## src/design/u2c_pkg.sv

```systemverilog
`default_nettype none
package u2c_pkg;

    localparam int unsigned BYTE_W = 8;
    localparam int unsigned CP_W   = 21;
    localparam int unsigned REM_W  = 2;

    // lead byte classes (masked prefix compare)
    localparam logic [BYTE_W-1:0] CONT_MASK  = 8'hC0;
    localparam logic [BYTE_W-1:0] CONT_CODE  = 8'h80;
    localparam logic [BYTE_W-1:0] LEAD2_MASK = 8'hE0;
    localparam logic [BYTE_W-1:0] LEAD2_CODE = 8'hC0;
    localparam logic [BYTE_W-1:0] LEAD3_MASK = 8'hF0;
    localparam logic [BYTE_W-1:0] LEAD3_CODE = 8'hE0;
    localparam logic [BYTE_W-1:0] LEAD4_MASK = 8'hF8;
    localparam logic [BYTE_W-1:0] LEAD4_CODE = 8'hF0;

    // payload masks
    localparam logic [BYTE_W-1:0] CONT_BITS  = 8'h3F;
    localparam logic [BYTE_W-1:0] LEAD2_BITS = 8'h1F;
    localparam logic [BYTE_W-1:0] LEAD3_BITS = 8'h0F;
    localparam logic [BYTE_W-1:0] LEAD4_BITS = 8'h07;

    // continuation bytes still expected after each lead
    localparam logic [REM_W-1:0] REM_NONE  = 2'd0;
    localparam logic [REM_W-1:0] REM_LEAD2 = 2'd1;
    localparam logic [REM_W-1:0] REM_LEAD3 = 2'd2;
    localparam logic [REM_W-1:0] REM_LEAD4 = 2'd3;

    typedef struct packed {
        logic [CP_W-1:0]  partial;
        logic [REM_W-1:0] remaining;
    } dec_state_t;

    typedef struct packed {
        logic            emit;
        logic [CP_W-1:0] code_point;
    } dec_result_t;

endpackage
`default_nettype wire

```

## src/design/u2c_step.sv

```systemverilog
`default_nettype none
module u2c_step (
    input  wire logic [u2c_pkg::BYTE_W-1:0] in_byte,
    input  wire logic                       end_of_text,
    input  wire u2c_pkg::dec_state_t        cur_state,
    output u2c_pkg::dec_state_t             nxt_state,
    output u2c_pkg::dec_result_t            result
);
    import u2c_pkg::*;

    logic [CP_W-1:0]  shifted;
    logic [REM_W-1:0] rem_dec;
    dec_state_t       decoded;

    // six more bits in; the top bits fall off the 21-bit value
    assign shifted = {cur_state.partial[CP_W-7:0], in_byte[5:0] & CONT_BITS[5:0]};
    assign rem_dec = cur_state.remaining - REM_W'(1);

    always_comb
    begin
        decoded           = cur_state;
        result.emit       = 1'b0;
        result.code_point = shifted;
        if ((in_byte & CONT_MASK) == CONT_CODE)
        begin
            if (cur_state.remaining != REM_NONE)
            begin
                decoded.remaining = rem_dec;
                decoded.partial   = shifted;
                if (rem_dec == REM_NONE)
                begin
                    result.emit     = 1'b1;
                    decoded.partial = '0;
                end
            end
        end
        else
        begin
            // non-continuation drops whatever was pending
            decoded.partial   = '0;
            decoded.remaining = REM_NONE;
            if (in_byte[BYTE_W-1] == 1'b0)
            begin
                result.emit       = 1'b1;
                result.code_point = CP_W'(in_byte);
            end
            else if ((in_byte & LEAD2_MASK) == LEAD2_CODE)
            begin
                decoded.partial   = CP_W'(in_byte & LEAD2_BITS);
                decoded.remaining = REM_LEAD2;
            end
            else if ((in_byte & LEAD3_MASK) == LEAD3_CODE)
            begin
                decoded.partial   = CP_W'(in_byte & LEAD3_BITS);
                decoded.remaining = REM_LEAD3;
            end
            else if ((in_byte & LEAD4_MASK) == LEAD4_CODE)
            begin
                decoded.partial   = CP_W'(in_byte & LEAD4_BITS);
                decoded.remaining = REM_LEAD4;
            end
        end
        nxt_state = decoded;
        if (end_of_text)
        begin
            nxt_state.partial   = '0;
            nxt_state.remaining = REM_NONE;
        end
    end

endmodule
`default_nettype wire

```

## src/design/u2c_obuf.sv

```systemverilog
`default_nettype none
module u2c_obuf (
    input  wire logic                       clk,
    input  wire logic                       rst_n,
    input  wire logic                       load,
    input  wire u2c_pkg::dec_result_t       result,
    output logic                            free,
    output logic                            out_valid,
    input  wire logic                       out_stall,
    output logic [u2c_pkg::CP_W-1:0]        code_point
);
    import u2c_pkg::*;

    logic            valid_reg;
    logic            valid_next;
    logic [CP_W-1:0] cp_reg;

    // room when empty or the held item leaves this cycle
    assign free = !valid_reg || !out_stall;

    always_comb
    begin
        valid_next = valid_reg;
        if (free)
            valid_next = load && result.emit;
    end

    always_ff @(posedge clk or negedge rst_n)
    begin
        if (!rst_n)
            valid_reg <= 1'b0;
        else
            valid_reg <= valid_next;
    end

    always_ff @(posedge clk)
    begin
        if (free && load && result.emit)
            cp_reg <= result.code_point;
    end

    assign out_valid  = valid_reg;
    assign code_point = cp_reg;

endmodule
`default_nettype wire

```

## src/design/utf8_to_codepoint_decoder_core.sv

```systemverilog
`default_nettype none
// path: a byte goes through the input register and then the result register;
//   a full result register holds it in the input register
// throughput: one byte per cycle while out_stall is low; bytes that close no
//   sequence still pass through the decode slot
// reset: rst_n asynchronous, active low; clears valid flags and decode state
//   (no sequence pending); payload registers are not reset
module utf8_to_codepoint_decoder_core (
    input  wire logic                       clk,
    input  wire logic                       rst_n,
    input  wire logic                       in_valid,
    output logic                            in_stall,
    input  wire logic [u2c_pkg::BYTE_W-1:0] in_byte,
    input  wire logic                       end_of_text,
    output logic                            out_valid,
    input  wire logic                       out_stall,
    output logic [u2c_pkg::CP_W-1:0]        code_point
);
    import u2c_pkg::*;

    // input register: one byte waiting for the decode slot
    logic              in_v_reg;
    logic              in_v_next;
    logic [BYTE_W-1:0] byte_reg;
    logic              eot_reg;

    // decode state: partial value and continuation bytes still owed
    dec_state_t        state_reg;
    dec_state_t        state_next;
    dec_result_t       step_res;

    logic              out_free;
    logic              advance;
    logic              in_take;

    // the held byte is decoded when the result register has room
    assign advance  = in_v_reg && out_free;
    // stall only while a byte is held and cannot move on
    assign in_stall = in_v_reg && !out_free;
    assign in_take  = in_valid && !in_stall;

    always_comb
    begin
        in_v_next = in_v_reg;
        if (in_take)
            in_v_next = 1'b1;
        else if (advance)
            in_v_next = 1'b0;
    end

    always_ff @(posedge clk or negedge rst_n)
    begin
        if (!rst_n)
        begin
            in_v_reg  <= 1'b0;
            state_reg <= '0;
        end
        else
        begin
            in_v_reg <= in_v_next;
            if (advance)
                state_reg <= state_next;
        end
    end

    always_ff @(posedge clk)
    begin
        if (in_take)
        begin
            byte_reg <= in_byte;
            eot_reg  <= end_of_text;
        end
    end

    // shift-or and remaining count update for one byte
    u2c_step u_step (
        .in_byte     (byte_reg),
        .end_of_text (eot_reg),
        .cur_state   (state_reg),
        .nxt_state   (state_next),
        .result      (step_res)
    );

    // result register, loads while downstream may stall
    u2c_obuf u_obuf (
        .clk        (clk),
        .rst_n      (rst_n),
        .load       (advance),
        .result     (step_res),
        .free       (out_free),
        .out_valid  (out_valid),
        .out_stall  (out_stall),
        .code_point (code_point)
    );

`ifndef ASSERT_OFF
    // with nothing pending the partial value is always cleared
    a_idle_clear: assert property (@(posedge clk) disable iff (!rst_n)
        state_reg.remaining == REM_NONE |-> state_reg.partial == '0)
        else $error("partial value left over with no sequence pending");

    // end of text always leaves the decoder with nothing pending
    a_eot_flush: assert property (@(posedge clk) disable iff (!rst_n)
        advance && eot_reg |=> state_reg.remaining == REM_NONE)
        else $error("sequence still pending after end of text");

    // input side only stalls while a byte is held behind a full result register
    a_stall_cause: assert property (@(posedge clk) disable iff (!rst_n)
        in_stall |-> in_v_reg && out_valid && out_stall)
        else $error("input stalled without a blocked result");

    // a decoded byte with a result always shows up at the output next cycle
    a_emit_seen: assert property (@(posedge clk) disable iff (!rst_n)
        advance && step_res.emit |=> out_valid)
        else $error("decoded result lost");
`endif

endmodule
`default_nettype wire
```

## config.mk

```make
export PLATFORM = sky130hd
export DESIGN_NAME = utf8_to_codepoint_decoder_core
export DESIGN_NICKNAME = d
export VERILOG_FILES = /design/src/design/u2c_pkg.sv /design/src/design/u2c_step.sv /design/src/design/u2c_obuf.sv /design/src/design/utf8_to_codepoint_decoder_core.sv
export SDC_FILE = /design/constraint.sdc
export NUM_CORES = 1
export LEC_CHECK = 0
export BUFFER_PORTS_ARGS = -buffer_cell sky130_fd_sc_hd__buf_2
export CAP_MARGIN = 20
export CORE_UTILIZATION = 50
export CTS_CLUSTER_DIAMETER = 120
export CTS_CLUSTER_SIZE = 12
export DETAILED_ROUTE_END_ITERATION = 16
export PLACE_DENSITY = 0.83
export SYNTH_ARGS = -nofsm -noshare
export SYNTH_HDL_FRONTEND = slang
export SYNTH_SLANG_ARGS = --single-unit
```

## constraint.sdc

```tcl
create_clock -name clk -period 2.35 [get_ports clk]
set_input_delay 0.705 -clock clk [delete_from_list [all_inputs] [get_ports clk]]
set_output_delay 0.705 -clock clk [all_outputs]
set_load 0.02 [all_outputs]
```

Yosys cells after proc, flatten, opt, wreduce, memory -nomap -nowiden
Index checks and enable logic that the tools add are counted.

operators by class
  eq/ne operators = 5
  add/subtract/negate cells = 1
  mux-type cells = 15
  reductions and logical operators = 15

operator list
  cell                 count
  $mux 17              5
  $mux 22              1
  $mux 21              1
  $mux 15              1
  $logic_and 1x1->1    6
  $mux 6               1
  $eq 5x5->1 const B   1
  $mux 1               5
  $mux 5               1
  $eq 4x4->1 const B   1
  $logic_not 1->1      4
  $reduce_bool 2->1    2
  $eq 3x3->1 const B   1
  $ne 3x3->1 const B   1
  $eq 2x2->1 const B   1
  $logic_not 2->1      1
  $reduce_and 2->1     1
  $sub 2x1->2 const B  1
  $logic_or 1x1->1     1

word-level totals
  word-level logic and storage cells = 43
  output and inout bits = 23
  flip-flop bits (word level) = 49

Logic depth before layout (Yosys ltp)
Gate-level depths: netlist (run 1).

  depth after elaboration = 7
  gate-level depth with buffers = 7

Cells and area by module
Synthesis (run 1) repeated with hierarchy kept, for this count alone.

unflattened totals
  cell total of the unflattened synthesis = 189
  area, all modules = 2538.7 µm²

modules (own cells, without submodules)
  module                          times used  seq. area each (µm²)  area an instance (µm²)  cells an instance
  utf8_to_codepoint_decoder_core  1           870.8                 1258.7                  64
  u2c_obuf                        1           655.6                 671.9                   26
  u2c_step                        1           0.0                   608.1                   99

Worst setup path after synthesis (run 1)
OpenSTA, ideal clock, no wires.

  path kind = register -> register
  start = register byte_reg[6]
  end = register u_obuf.cp_reg[0], in the netlist u_obuf.code_point[0], enable pin
  library setup time = 0.379 ns
  arrival time = 1.413 ns
  setup slack = 0.557 ns
  cell stages (with the launch flop) = 4
  path buffers = 1
  period minus slack after synthesis = 1.793 ns
  cell sequence = edfxtp_1 buf_2 o21ai_0 and3_1

between the ends
  cells in the longest elaborated chain, start to end = 3

ends and longest elaborated chain
  element                 line                                  RTL
  start, declared         utf8_to_codepoint_decoder_core.sv:24  logic [BYTE_W-1:0] byte_reg;
  start signal, assigned  utf8_to_codepoint_decoder_core.sv:70  byte_reg <= in_byte;
  $eq 2x2->1              u2c_step.sv:24                        if ((in_byte & CONT_MASK) == CONT_CODE)
  $mux 1                  u2c_step.sv:24
  $logic_and 1x1->1       u2c_obuf.sv:38                        if (free && load && result.emit)
  end signal, assigned    u2c_obuf.sv:39                        cp_reg <= result.code_point;
  end, declared           u2c_obuf.sv:16                        logic [CP_W-1:0] cp_reg;

Every way passes these cells.
A chain may end at the register's enable or synchronous reset.

Worst setup path in the final report (run 1)
  start = register in_v_reg
  end = output port in_stall

between the ends
  cells in the longest elaborated chain, start to end = 1

ends and longest elaborated chain
  element                 line                                  RTL
  start, declared         utf8_to_codepoint_decoder_core.sv:22  logic in_v_reg;
  start signal, assigned  utf8_to_codepoint_decoder_core.sv:60  in_v_reg <= in_v_next;
  $logic_and 1x1->1       utf8_to_codepoint_decoder_core.sv:39  assign in_stall = in_v_reg && !out_free;
  end, declared           utf8_to_codepoint_decoder_core.sv:12  output logic in_stall,

Every way passes these cells.

==> results of run 1 <==
-- placed cells by master, fill, tap and decap left out, drive strengths merged, types with 2 or more instances in the layout --
cell type  instances
and2              15
buf               36
clkbuf             8
dfrtp             19
edfxtp            30
ha                 3
inv               16
mux2i             11
nand2             13
nand2b             2
nand3              4
nand4b             3
nor2               2
o2bb2ai            6
-- per-layer routing --
metal	share of wire	vias up	global-route usage
li1	-	573	-
met1	0.40	580	0.177
met2	0.52	42	0.276
met3	0.059	5	0.0517
met4	0.024	0	0.0718
met5	0	-	0
-- logic make-up after synthesis --
family | Yosys count
multiplexers | 12
buffers and inverters | 22
flip-flops | 49
AO/OA/AOI/OAI | 12
adder cells (fa/ha/maj) | 3
AND/OR/NAND/NOR | 46
-- worst max-delay path, stage by stage (launching register included) --
cell,delay (ns)
dfrtp_1,0.52
nand3_1,0.16
inv_1,0.07
buf_2,0.15
-- power groups by stage --
| stage | logic [mW] | clock network [mW] | registers, mW |
|---|---|---|---|
| 6_report | 0.211 | 0.487 | 1.02 |
| 4_1_cts | 0.215 | 0.504 | 1.02 |
| 3_5_place_dp | 0.214 | 0 | 1.04 |
| 3_3_place_gp | 0.205 | 0 | 1.03 |
| 2_1_floorplan | 0.144 | 0 | 1.06 |
| 5_1_grt | 0.233 | 0.540 | 1.03 |
-- synthesized netlist by cell type --
library cell / instances / area, um2
a22o_1: 1 / 8.76
a31oi_1: 1 / 6.26
and2_1: 15 / 93.8
and2b_1: 1 / 7.51
and3_1: 1 / 6.26
buf_12: 2 / 40.0
buf_2: 1 / 5.00
buf_4: 1 / 7.51
buf_6: 1 / 11.3
clkbuf_1: 1 / 3.75
dfrtp_1: 19 / 475
edfxtp_1: 30 / 901
ha_1: 3 / 37.5
inv_1: 16 / 60.1
mux2_2: 1 / 11.3
mux2i_1: 11 / 110
nand2_1: 12 / 45.0
nand2_4: 1 / 11.3
nand2b_1: 2 / 12.5
nand3_1: 4 / 20.0
nand3b_4: 1 / 20.0
nand4_1: 1 / 6.26
nand4b_1: 3 / 26.3
nor2_1: 2 / 7.51
nor2b_1: 1 / 6.26
nor4b_4: 1 / 23.8
nor4bb_4: 1 / 25.0
o2111ai_1: 1 / 8.76
o211ai_1: 1 / 7.51
o21ai_0: 1 / 5.00
o22ai_1: 1 / 6.26
o2bb2ai_1: 5 / 43.8
o2bb2ai_2: 1 / 15.0
-- through the flow --
step                area, um2  power [mW]
global placement         2250        1.24
floorplan                2080        1.20
CTS                      2340        1.74
finish                   2340        1.72
detailed placement       2250        1.25
global route             2340        1.80
-- cell type report --
| cell class | instances | share of cell area |
|---|---|---|
| multi-input cells | 73 | 0.244 |
| well taps | 50 | 0.0267 |
| flip-flops and latches | 49 | 0.587 |
| repair buffers | 36 | 0.0779 |
| inverters | 16 | 0.0256 |
| clock buffers | 8 | 0.0384 |
-- worst max path at each step --
stage	from	to	slack (ns)	depth (start not counted)
2_1_floorplan	byte_reg[6]	u_obuf.code_point[0]	0.56	3
3_3_place_gp	out_stall	in_stall	0.50	4
3_5_place_dp	out_stall	in_stall	0.48	4
4_1_cts	in_v_reg	in_stall	0.42	3
5_1_grt	in_v_reg	in_stall	0.34	3
6_report	in_v_reg	in_stall	0.44	3
==> flow_metrics.env, run 1 <==
export IMPL_outcome="complete, no violations"
export IMPL_timing_fmax_mhz=523
export IMPL_wire_length_of_the_first_global_routing_pass_mm=4.94
export IMPL_dr_total_vias=1200
export IMPL_seq_area_frac_synth=0.663
export IMPL_ctsLongestPathBuffers=2
export IMPL_yosys_area_share_xor_xnor=0
export IMPL_fin_hold_ws_ns=0.335
export IMPL_compound_gate_fraction_of_synth_area=0.0488
export IMPL_timing_hold_violations_final=0
export IMPL_ffs_latches_synth=49
export IMPL_wl_mm=3.00
export IMPL_unrepaired_setup_endpoints_after_global_routing="no"
export IMPL_final_nets=197
export IMPL_total_switching_power_uw=416
export IMPL_cts_buffers_inserted=5
export IMPL_drt_initial_drc_count=29
export IMPL_crit_fanout=9
export IMPL_combPwrFrac=0.123
export IMPL_diodes=0
export IMPL_vdd_ir_drop_worst_mv=0.405
export IMPL_clock_sinks=49
export IMPL_fraction_of_final_layout_cells_sized_beyond_drive_strength_1=0.264
export IMPL_endpoint_kind="output pin"
export IMPL_fin_setup_tns_ns=0
export IMPL_rrSetupSlack_ns=0.55
export IMPL_cts_post_setup_buffers_inserted=0
export IMPL_cts_htree_levels=2
export IMPL_final_util=0.586
export IMPL_yosysWarnings=0
export IMPL_cts_repair_resized=0
export IMPL_maxSlewHeadroom=0.653
export IMPL_worstReg2RegEnd="state_reg[13]"
export IMPL_core_area_um2=4000
export IMPL_die_w_um=66.4
export IMPL_cp_required_ns=1.64
export IMPL_cell_internal_pwr_mw=1.30
export IMPL_clk_pin_slew_worst_paths_ns=0.08
export IMPL_worstMarginPinSlew_ns=0.519
export IMPL_syn_instance_count=144
export IMPL_reg2reg_depth=5
export IMPL_number_of_global_route_vias_before_repair=1153
export IMPL_dominant_combinational_cell_family_by_area_after_synthesis="simple AND/OR/NAND/NOR gates"
export IMPL_report_final_slew_viol_count=0
export IMPL_dp_final_hpwl_mm=2.17
export IMPL_io_buffers=35
export IMPL_rows=23
export IMPL_cts_tree="yes"
export IMPL_share_clk_of_total_power=0.284
export IMPL_post_drt_via_cell_ratio=5.17
export IMPL_timing_worst_setup_path_type="reg2out"
export IMPL_synthesized_area_per_cell_um2=14.4
export IMPL_largest_register_ffs=21
export IMPL_total_leakage_power_nw=1.01
export IMPL_p_sw_frac=0.242
export IMPL_gp_congestion=0.858
export IMPL_antenna_found_initial=0
export IMPL_cts_hold_buffers=0
export IMPL_startpoint_type="flip-flop"
export IMPL_clk_insertion_delay_late_ns=0.30
export IMPL_post_route_worst_setup_slack_ns=0.437
export IMPL_design_die_area_um2=4410
export IMPL_multiInputGateArea_um2=572
export IMPL_ant_nets=0
export IMPL_setup_viol=0
export IMPL_clock_skew_final_ns=0.00310
export IMPL_power_per_cell_area_nw_per_um2=733
export IMPL_arrival_ns=1.21
export IMPL_grt_start_max_net_pins=22
export IMPL_mappedNetlistNets=160
export IMPL_synth_fa_ha_area_frac=0.0181
export IMPL_dpl_worst_slack_ns=0.478
export IMPL_post_place_cells=224
export IMPL_sequential_cell_area_um2=1380
export IMPL_initial_core_util=0.519
export IMPL_fillerInstances=333
export IMPL_mapped_cell_area_um2=2080
export IMPL_max_cap_violations=0
export IMPL_min_period_over_period=0.814
export IMPL_io_pins=36
export IMPL_post_route_drc_count=0
export IMPL_area_growth_pct=12.9
export IMPL_worstHoldPathType="in2async"
export IMPL_gr_total_overflow=0
export IMPL_synth_area_mux_share=0.0585
export IMPL_post_layout_nonfiller_instances=232
export IMPL_drt_first_pass_iters=4
export IMPL_synth_cell_type_count=33
export IMPL_clock_root_buffer="clkbuf_8"
export IMPL_post_synth_and_or_nand_nor_area_fraction=0.150
export IMPL_seq_power_share=0.593
export IMPL_startpoint_of_the_most_critical_register_to_register_path="state_reg[0]"
export IMPL_dieHeight_um=66.4
export IMPL_final_period_minus_worst_setup_slack_ns=1.91
export IMPL_track_usage=0.159
export IMPL_wl_per_cell_um=12.9
Note: power is estimated with default switching activity, not from simulation.
==> inputs of run 2 (changes only) <==
--- a/config.mk
+++ b/config.mk
@@ -7,11 +7,11 @@
 export LEC_CHECK = 0
 export BUFFER_PORTS_ARGS = -buffer_cell sky130_fd_sc_hd__buf_2
 export CAP_MARGIN = 20
-export CORE_UTILIZATION = 50
+export CORE_UTILIZATION = 49
 export CTS_CLUSTER_DIAMETER = 120
 export CTS_CLUSTER_SIZE = 12
 export DETAILED_ROUTE_END_ITERATION = 16
-export PLACE_DENSITY = 0.83
+export PLACE_DENSITY = 0.85
 export SYNTH_ARGS = -nofsm -noshare
 export SYNTH_HDL_FRONTEND = slang
 export SYNTH_SLANG_ARGS = --single-unit
==> constraint.sdc (replaced) <==
create_clock -name clk -period 1.65 [get_ports clk]
set_input_delay 0.495 -clock clk [delete_from_list [all_inputs] [get_ports clk]]
set_output_delay 0.495 -clock clk [all_outputs]
set_load 0.02 [all_outputs]
==> flow_metrics.env, run 2 (synthesized netlist as in run 1, its figures left out) <==
export IMPL_fillerInstances=317
export IMPL_initial_core_util=0.515
export IMPL_timing_critical_path_cells="buf_4 > ha_1 > nor4b_4 > buf_4 > nand2_1 > mux2i_1"
export IMPL_total_leakage_power_nw=1.08
export IMPL_gp_congestion=0.813
export IMPL_clock_skew_final_ns=0.00908
export IMPL_post_route_worst_setup_slack_ns=0.102
export IMPL_dpl_worst_slack_ns=-0.00300
export IMPL_timing_fmax_mhz=646
export IMPL_area_growth_pct=19.2
export IMPL_place_area_um2=2300
export IMPL_outcome="complete, no violations"
export IMPL_ant_nets=0
export IMPL_io_buffers=35
export IMPL_setup_viol=0
export IMPL_mostFrequentLayoutCells="35 x buf_2, 30 x edfxtp_1, 18 x dfrtp_1, 16 x inv_1, 15 x and2_1"
export IMPL_reg2reg_depth=6
export IMPL_clk_pin_slew_worst_paths_ns=0.08
export IMPL_fin_hold_ws_ns=0.125
export IMPL_final_nets=206
export IMPL_gr_total_overflow=0
export IMPL_cell_internal_pwr_mw=2.04
export IMPL_cts_tree="yes"
export IMPL_min_period_over_period=0.938
export IMPL_track_usage=0.163
export IMPL_worstHoldPathType="in2async"
export IMPL_combPwrFrac=0.135
export IMPL_cts_hold_buffers=0
export IMPL_crit_path_max_incr_delay_ns=0.40
export IMPL_startpoint_type="flip-flop"
export IMPL_cts_htree_levels=2
export IMPL_sequential_cell_area_um2=1380
export IMPL_arrival_ns=1.77
export IMPL_worstMarginPinSlew_ns=0.444
export IMPL_cp_required_ns=1.88
export IMPL_total_switching_power_uw=618
export IMPL_cts_buffers_inserted=5
export IMPL_p_sw_frac=0.233
export IMPL_io_pins=36
export IMPL_totalPowerFinal_mw=2.65
export IMPL_max_cap_violations=0
export IMPL_dp_final_hpwl_mm=2.14
export IMPL_endpoint_kind="flip-flop"
export IMPL_die_w_um=67.1
export IMPL_drt_first_pass_iters=4
export IMPL_report_final_slew_viol_count=0
export IMPL_largest_register_ffs=21
export IMPL_postLayoutCellArea_um2=2470
export IMPL_final_period_minus_worst_setup_slack_ns=1.55
export IMPL_post_route_drc_count=0
export IMPL_grt_start_max_net_pins=22
export IMPL_seq_power_share=0.543
export IMPL_core_area_um2=4030
export IMPL_critical_path_most_common_cell="buf_4"
export IMPL_unrepaired_setup_endpoints_after_global_routing="no"
export IMPL_clock_root_buffer="clkbuf_8"
export IMPL_fraction_of_final_layout_cells_sized_beyond_drive_strength_1=0.319
export IMPL_antenna_found_initial=0
export IMPL_dr_total_vias=1218
export IMPL_timing_worst_setup_path_type="reg2reg"
export IMPL_wl_per_cell_um=13.1
export IMPL_power_per_cell_area_nw_per_um2=1070
export IMPL_clk_insertion_delay_late_ns=0.30
export IMPL_drt_initial_drc_count=89
export IMPL_multiInputGateArea_um2=609
export IMPL_timing_hold_violations_final=0
export IMPL_ctsLongestPathBuffers=2
export IMPL_maxSlewHeadroom=0.704
export IMPL_crit_fanout=10
export IMPL_diodes=0
export IMPL_clock_sinks=49
export IMPL_rows=23
export IMPL_timing_critical_path_slowest_stage_cell="dfrtp_1"
export IMPL_final_util=0.614
export IMPL_wl_mm=3.16
export IMPL_number_of_global_route_vias_before_repair=1174
export IMPL_dieHeight_um=67.1
export IMPL_vdd_ir_drop_worst_mv=0.647
export IMPL_share_clk_of_total_power=0.322
export IMPL_layout_cells_most_common="buf_2"
export IMPL_wire_length_of_the_first_global_routing_pass_mm=5.17
export IMPL_post_drt_via_cell_ratio=5.05
export IMPL_design_die_area_um2=4500
-- run 2: cell types whose count changed in the layout (fill, tap and decap cells not counted), sizes merged --
| cell | previous run | this run |
|---|---|---|
| buf | 36 | 43 |
| bufinv | 0 | 1 |
| clkbuf | 8 | 7 |
| nand3b | 1 | 3 |
-- run 2: repair_timing --
item                       in CTS  in global routing
setup endpoints to repair       3                 37
pin swaps                       0                  1
gates resized for setup         2                  2
setup buffers                   0                  2
cloned                          1                  1
-- run 2: metrics by stage --
stage / TNS (ns) / cells
final: 0 / 241
after global routing: 0 / 241
after floorplan: 0 / 144
after CTS: 0 / 238
after global placement: 0 / 229
after detailed placement: -0.00300 / 229
-- run 2: cell type report --
cell class,instances,area share
clock buffers,7,0.0349
clock inverters,1,0.0121
inverters,16,0.0243
multi-input cells,75,0.246
flip-flops and latches,49,0.557
well taps,50,0.0253
repair buffers,43,0.100
-- run 2: power by group through the flow --
stage / clock network (mW) / logic, mW / registers [mW]
6_report: 0.856 / 0.358 / 1.44
5_1_grt: 0.920 / 0.392 / 1.45
4_1_cts: 0.880 / 0.342 / 1.44
3_5_place_dp: 0 / 0.336 / 1.47
3_3_place_gp: 0 / 0.325 / 1.47
2_1_floorplan: 0 / 0.205 / 1.50
-- run 2: final timing paths --
check	startpoint	to	slack, ns
worst min register to register	byte_reg[0]	u_obuf.code_point[0]	0.46
max in group asynchronous	rst_n	in_v_reg	1.18
min in group clk	in_byte[0]	byte_reg[0]	0.37
worst max register to register	state_reg[0]	state_reg[13]	0.10
worst min-delay path	rst_n	state_reg[6]	0.13
worst max-delay path	state_reg[0]	state_reg[13]	0.10
-- run 2: routing by layer --
metal	GRT usage	wire [um]	vias up
li1	-	-	597
met1	0.192	1360	574
met2	0.271	1540	40
met3	0.0514	195	7
met4	0.0718	58	0
met5	0	0	-
-- run 2: critical path: cells and delay by family (launching register included) --
family	cells	cell delay (ns)
adder cells (fa/ha/maj)	1	0.24
buffers and inverters	2	0.35
AND/OR/NAND/NOR	2	0.34
multiplexers	1	0.14
flip-flops	1	0.40
